$ cat config.mk
export PLATFORM = sky130hd
export DESIGN_NAME = esc_ctrl
export DESIGN_NICKNAME = d
export VERILOG_FILES = /design/src/rtl/core/esc_pkg.sv /design/src/rtl/core/esc_ctrl.sv
export SDC_FILE = /design/constraint.sdc
export NUM_CORES = 1
export LEC_CHECK = 0
export BUFFER_PORTS_ARGS = -buffer_cell sky130_fd_sc_hd__buf_2
export CORE_MARGIN = 5
export CORE_UTILIZATION = 35
export CTS_CLUSTER_DIAMETER = 30
export DETAILED_ROUTE_END_ITERATION = 7
export PLACE_DENSITY_LB_ADDON = 0.05
export SYNTH_ARGS = -nofsm -noshare
export SYNTH_HDL_FRONTEND = slang
export SYNTH_SLANG_ARGS = --single-unit
export TNS_END_PERCENT = 1
$ cat constraint.sdc
create_clock -name clk -period 1.9 [get_ports clk]
set_input_delay 0.19 -clock clk [delete_from_list [all_inputs] [get_ports clk]]
set_output_delay 0.19 -clock clk [all_outputs]
set_load 0.01 [all_outputs]
$ cat src/rtl/core/esc_pkg.sv
// Shared types and constants of the environmental sensor compensation block.
// No dependencies.
`default_nettype none
package esc_pkg;

  // mode codes
  localparam logic [1:0] MODE_TEMP   = 2'd0;
  localparam logic [1:0] MODE_PRESS  = 2'd1;
  localparam logic [1:0] MODE_HUMID  = 2'd2;
  localparam logic [1:0] MODE_UNUSED = 2'd3;

  // configuration register indexes
  localparam int unsigned CFG_IDX_W = 3;
  localparam logic [CFG_IDX_W-1:0] CFG_TEMP       = 3'd0;
  localparam logic [CFG_IDX_W-1:0] CFG_PRESS_A    = 3'd1;
  localparam logic [CFG_IDX_W-1:0] CFG_PRESS_B    = 3'd2;
  localparam logic [CFG_IDX_W-1:0] CFG_PRESS_LAST = 3'd3;
  localparam logic [CFG_IDX_W-1:0] CFG_HUMID      = 3'd4;

  // formula constants
  localparam logic [63:0] PRESS_T_OFS  = 64'd128000;
  localparam logic [63:0] PRESS_RAW_FS = 64'd1048576;
  localparam logic [63:0] PRESS_SCALE  = 64'd3125;
  localparam logic [31:0] HUM_T_OFS    = 32'd76800;
  localparam logic [31:0] HUM_Y_OFS    = 32'd2097152;
  localparam logic [31:0] HUM_MAX      = 32'd419430400;

  typedef struct packed {
    logic [1:0]  mode;
    logic [19:0] raw_reading;
  } in_t;

  typedef struct packed {
    logic [1:0]         kind;
    logic signed [31:0] temperature_centi;
    logic [31:0]        pressure_q24_8;
    logic [16:0]        humidity_q22_10;
    logic               divisor_zero;
  } out_t;

  // datapath steps, one multiply each
  typedef enum logic [4:0] {
    ST_T0, ST_T1, ST_T2,
    ST_P0, ST_P1, ST_P2, ST_P3, ST_P4, ST_P5, ST_P6, ST_P7, ST_P8, ST_P9,
    ST_H0, ST_H1, ST_H2, ST_H3, ST_H4, ST_H5, ST_H6, ST_H7
  } step_t;

  typedef struct packed {
    logic  capture;
    step_t step;
    logic  mul_go;
    logic  div_go;
    logic  out_load;
  } cmd_t;

  typedef struct packed {
    logic mul_done;
    logic div_done;
    logic div_zero;
  } status_t;

endpackage
`default_nettype wire

$ cat src/rtl/core/esc_ctrl.sv
// Controller state machine sequencing datapath steps and the output handshake.
// Depends on esc_pkg.
`default_nettype none
module esc_ctrl (
  input  wire logic             clk,
  input  wire logic             rst_n,
  input  wire logic             in_valid,
  output logic                  in_ready,
  input  wire logic [1:0]       in_mode,
  output logic                  out_valid,
  input  wire logic             out_ready,
  input  wire esc_pkg::status_t status,
  output esc_pkg::cmd_t         cmd
);
  import esc_pkg::*;

  typedef enum logic [2:0] {S_IDLE, S_MUL, S_MWAIT, S_DIV, S_DWAIT, S_WRITE} state_t;

  state_t state_r;
  step_t  step_r;
  logic   out_valid_r;
  logic   accept;
  logic   load;

  assign in_ready = (state_r == S_IDLE);
  assign accept   = in_valid && in_ready;
  assign load     = (state_r == S_WRITE) && (!out_valid_r || out_ready);

  // commands toward the datapath
  always_comb begin
    cmd.capture  = accept;
    cmd.step     = step_r;
    cmd.mul_go   = (state_r == S_MUL);
    cmd.div_go   = (state_r == S_DIV);
    cmd.out_load = load;
  end

  // state, step and output valid
  always_ff @(posedge clk) begin
    if (!rst_n) begin
      state_r     <= S_IDLE;
      step_r      <= ST_T0;
      out_valid_r <= 1'b0;
    end else begin
      priority if (load) begin
        out_valid_r <= 1'b1;
      end else if (out_valid_r && out_ready) begin
        out_valid_r <= 1'b0;
      end
      unique case (state_r)
        S_IDLE: begin
          if (accept) begin
            priority if (in_mode == MODE_TEMP) begin
              step_r  <= ST_T0;
              state_r <= S_MUL;
            end else if (in_mode == MODE_PRESS) begin
              step_r  <= ST_P0;
              state_r <= S_MUL;
            end else if (in_mode == MODE_HUMID) begin
              step_r  <= ST_H0;
              state_r <= S_MUL;
            end else begin
              state_r <= S_WRITE;
            end
          end
        end
        S_MUL: state_r <= S_MWAIT;
        S_MWAIT: begin
          if (status.mul_done) begin
            priority if (step_r == ST_T2 || step_r == ST_P9 || step_r == ST_H7) begin
              state_r <= S_WRITE;
            end else if (step_r == ST_P5 && status.div_zero) begin
              state_r <= S_WRITE;
            end else if (step_r == ST_P6) begin
              state_r <= S_DIV;
            end else begin
              step_r  <= step_t'(step_r + 5'd1);
              state_r <= S_MUL;
            end
          end
        end
        S_DIV: state_r <= S_DWAIT;
        S_DWAIT: begin
          if (status.div_done) begin
            step_r  <= ST_P7;
            state_r <= S_MUL;
          end
        end
        S_WRITE: begin
          if (load) begin
            state_r <= S_IDLE;
          end
        end
        default: state_r <= S_IDLE;
      endcase
    end
  end

  assign out_valid = out_valid_r;

  a_go_excl: assert property (@(posedge clk) disable iff (!rst_n)
    !(cmd.mul_go && cmd.div_go))
    else $error("multiplier and divider started together");

  a_no_overwrite: assert property (@(posedge clk) disable iff (!rst_n)
    (out_valid_r && !out_ready) |-> !cmd.out_load)
    else $error("pending result overwritten");

  a_busy_after_accept: assert property (@(posedge clk) disable iff (!rst_n)
    accept |=> !in_ready)
    else $error("request taken while previous still in work");

  a_load_sets_valid: assert property (@(posedge clk) disable iff (!rst_n)
    cmd.out_load |=> out_valid_r)
    else $error("loaded result not presented");
endmodule
`default_nettype wire

==> After elaboration in Yosys (flattened, before gate mapping) <==
Cells that the tools add are included.
{ "totals": {"reg_bits": 9, "input_bits": 9} }
{ "op_classes": {"n_addsub": 1, "eq_ne": 20, "mux": 23, "reduce_logical": 14} }
{ "op_table": {"columns": ["cell", "count"], "rows": [
  ["$mux 5", 9],
  ["$mux 3", 9],
  ["$pmux 3 s6", 1],
  ["$eq 5x4->1 const B", 3],
  ["$pmux 5 s3", 1],
  ["$ne 2x2->1 const B", 6],
  ["$reduce_and 8->1", 1],
  ["$eq 3x2->1 const B", 2],
  ["$eq 3x3->1 const B", 2],
  ["$add 5x1->5 const B", 1],
  ["$eq 5x2->1 const B", 1],
  ["$eq 5x5->1 const B", 1],
  ["$logic_and 1x1->1", 4],
  ["$ne 4x1->1 const B", 1],
  ["$reduce_and 4->1", 1],
  ["$eq 3x1->1 const B", 1],
  ["$logic_not 3->1", 1],
  ["$logic_or 1x1->1", 3],
  ["$reduce_bool 3->1", 1],
  ["$eq 2x1->1 const B", 1],
  ["$eq 2x2->1 const B", 1],
  ["$logic_not 2->1", 1],
  ["$mux 1", 2],
  ["$mux 2", 1],
  ["3 further kinds", 3]
]} }

==> Longest topological paths before layout <==
{ "depth": {"ltp_word": 6, "depth_mapped": 7} }

==> Worst setup path before layout <==
No wires, ideal clock.
{ "synth_path": {"path_type": "flip-flop to flip-flop", "start": "reg step_r[0]", "end": "reg step_r[4]", "setup_ps": 70, "arrival_ps": 1866, "setup_slack_ps": -36, "path_stages_with_launch": 7, "n_path_buf": 0, "period_less_slack_ps": 1936, "path_cell_list": "dfxtp_1 inv_1 ha_1 and4b_1 o31a_1 or4_1 a21boi_1"} }
{ "synth_via": {"elab_chain_len": 6} }
{ "synth_rtl": {"columns": ["element", "line_no", "source"], "rows": [
  ["from (decl)", "esc_ctrl.sv:20", "step_t step_r;"],
  ["from (signal assigned)", "esc_ctrl.sv:77", "step_r <= step_t'(step_r + 5'd1);"],
  ["$add 5x1->5", "esc_ctrl.sv:77", null],
  ["$mux 5", "esc_ctrl.sv:74", "end else if (step_r == ST_P6) begin"],
  ["$mux 5", "esc_ctrl.sv:72", "end else if (step_r == ST_P5 && status.div_zero) begin"],
  ["$mux 5", "esc_ctrl.sv:70", "priority if (step_r == ST_T2 || step_r == ST_P9 || step_r == ST_H7) begin"],
  ["$mux 5", "esc_ctrl.sv:69", "if (status.mul_done) begin"],
  ["$pmux 5 s3", "esc_ctrl.sv:50", "unique case (state_r)"]
]} }
Parallel ways exist; a longest one is shown, timed or not. The select of a mux whose other input is x is not followed.
A chain may end at the register's enable or synchronous reset.

==> Final worst setup path <==
{ "layout_path": {"start": "reg step_r[0]", "end": "reg step_r[0]"} }
The elaborated chain is that of the path after synthesis.

==> out/results.txt <==
vias in the first global route = 798
Nets = 154
via count = 885
Pleak = 0.476 nW
Rel. slew slack = 68.3%
Root Driver = clkbuf_4
hold buffer count at cts = 0
Reg clk slew, reported paths = 0.07 ns
max-cap violation count = 0
fin. max-slew vios = 0
Routed Antenna Nets = 0
CP Launch Type = flop
number of vias per cell = 5.33
final setup fails = 0
Detailed Routing Iterations Pass 1 = 4
worst hold stages = 2
reg2reg end = step_r[0]
sequential fraction of the synthesis area = 20.7%
drt initial violations = 44
PwrDens = 609 mW/mm²
CORE AREA = 0.00243 mm²
Worst Path Max Fanout = 5
Synthesized Nets = 127
Final Wtd Congestion = 0.765
hpwl dp = 1740 µm
critical path endpoint category = flop
final worst slack = 0.0640 ns
Endpoint, Worst Hold = step_r[0]
yosys warns = 0
TritonCTS clock tree = built
Total Power = 0.653 mW
EDFF count, synth = 0
Hold WC Path Type = input pin to flop
Critical Path AT = 1.99 ns
Die H = 59.9 µm
global-route wire length before repair = 3660 µm
Yosys top cell area share = 20.7%
layout cell share with drive strength beyond 1 = 30.1%
Worst-Margin Slew = 0.470 ns
final hold violations = 0
die area = 0.00359 mm²
r2r startpoint = step_r[0]
Top FF cell, synth = dfxtp_1
dominant cell type by area after synthesis = dfxtp_1
I/O Buffers = 19
synthesized area per cell = 7.93 µm²
Std-Cell Rows = 18
sequential cell area = 183 µm²
Clock Sinks = 9
Clock Path Buffers = 2
Total GRT Usage = 13.9%
final wirelength = 2190 µm
cells after synthesis = 110
reg2reg setup slack = 0.06 ns
Final Skew = 0.00288 ns
wire per inst = 13.2 µm
area delta synth->final = 23.0%
Synth async-reset ratio = 0%
CP Data Required Time = 2.06 ns
diode count = 0
synthesized flop and latch total = 9
GRT Residual Overflow = 0
# fillers = 253
worst vdd ir = 0.352 mV
CTS H-Tree Depth = 1
clock latency on the worst-skew pair = 0.27 ns
run status = complete, no violations
setup TNS = 0 ns
Post-CTS Resized = 1
Max Freq = 545 MHz
initial antenna violation count = 0
Multi-input gate area = 618 µm²
Tmin final = 1.84 ns
initial core utilization = 35.9%
worst r2r path cells = 7
Yosys cell types = 44
die width = 59.9 µm
Post CTS Setup Buffer Count = 0
pre-CTS WS = -0.0568 ns
CP Class = flop to flop
Inserted Clock Buffers = 3
mapped cell area = 872 µm²
largest cells by area after synthesis = dfxtp_1, ha_1, o21ai_0
fin crit share = 96.6%
IO Pins = 20
startpoint of the worst hold path = rst_n
number of remaining DRC errors = 0
unrepaired setup endpoints after global routing = no
largest net degree at the start of global routing = 16
[flip-flops by register name (all words and copies together) (netlist names)]
signal     count
step_r         5
state_r        3
out_valid      1
[per-layer routing]
metal	wire, µm	track usage, %	vias to the layer above
li1	-	-	447
met1	1060	18.4	412
met2	980	20.8	24
met3	131	3.46	2
met4	17	6.65	0
met5	0	0	-
[metrics by stage]
stage               instance area [µm²]  hold WS [ns]  util [%]  cells
floorplan                           873         0.312         -    110
global placement                   1020         0.543      42.1    162
detailed placement                 1020         0.541      42.1    162
CTS                                1050         0.256      43.4    166
global route                       1070         0.261      44.1    166
finish                             1070         0.259      44.1    166
[power by group]
part           switching (mW)  internal [mW]  leakage [nW]
combinational           0.146          0.119         0.386
sequential             0.0203          0.207        0.0744
clock                  0.0800         0.0812        0.0150
total                   0.246          0.407         0.476
[cell type report]
type / instances / area share [%]
inverters: 8 / 2.80
flip-flops and latches: 9 / 17.0
clock buffers: 4 / 2.45
well taps: 30 / 3.50
multi-input cells: 85 / 57.6
repair buffers: 30 / 16.6
[cells in the mapped netlist (2+ instances only)]
| library cell | count |
|---|---|
| a21boi_0 | 2 |
| inv_1 | 8 |
| buf_6 | 3 |
| nor2_1 | 9 |
| o31ai_1 | 2 |
| a21oi_1 | 5 |
| nor2b_1 | 3 |
| o21ai_0 | 10 |
| a21boi_1 | 2 |
| nand4_1 | 2 |
| nand2b_1 | 3 |
| nand3_1 | 3 |
| and2_1 | 2 |
| nor3_1 | 5 |
| dfxtp_1 | 9 |
| nand2_1 | 5 |
| buf_4 | 3 |
| ha_1 | 8 |
[worst max path at each step]
| stage | startpoint | end |
|---|---|---|
| final | step_r[0] | step_r[0] |
| after CTS | step_r[1] | step_r[0] |
| after detailed placement | step_r[1] | step_r[0] |
| after floorplan | step_r[1] | step_r[4] |
| after global placement | step_r[1] | step_r[0] |
| after global routing | step_r[0] | step_r[0] |
[cell usage in the layout, fill, tap and decap left out, types with 3 or more instances in the layout]
cell type,n
buf_2,19
buf_4,11
o21ai_0,10
nor2_1,9
inv_1,8
ha_1,8
dfxtp_1,7
nor3_1,5
nand2_1,5
a21oi_1,5
nand3_1,3
nand2b_1,3
nor2b_1,3
clkbuf_4,3
[cell families after synthesis]
logic type,Yosys count,synth area share (%)
AOI/OAI and AO/OA,35,27.3
xor gates and xnor gates,1,1.00
adders and majority gates,8,11.5
buffers and inverters,16,10.9
DFF,9,20.7
muxes,1,1.15
and+or+nand+nor,40,27.5
[worst max-delay path, cell delays in order, from the launching register on]
cell and delay, ns:
dfxtp_2 0.32, inv_1 0.07, ha_1 0.13, or3b_1 0.39, a21oi_4 0.24, o31a_1 0.24, nor3_1 0.08, o221a_2 0.26
No activity file was read; power rests on OpenSTA's default activity.
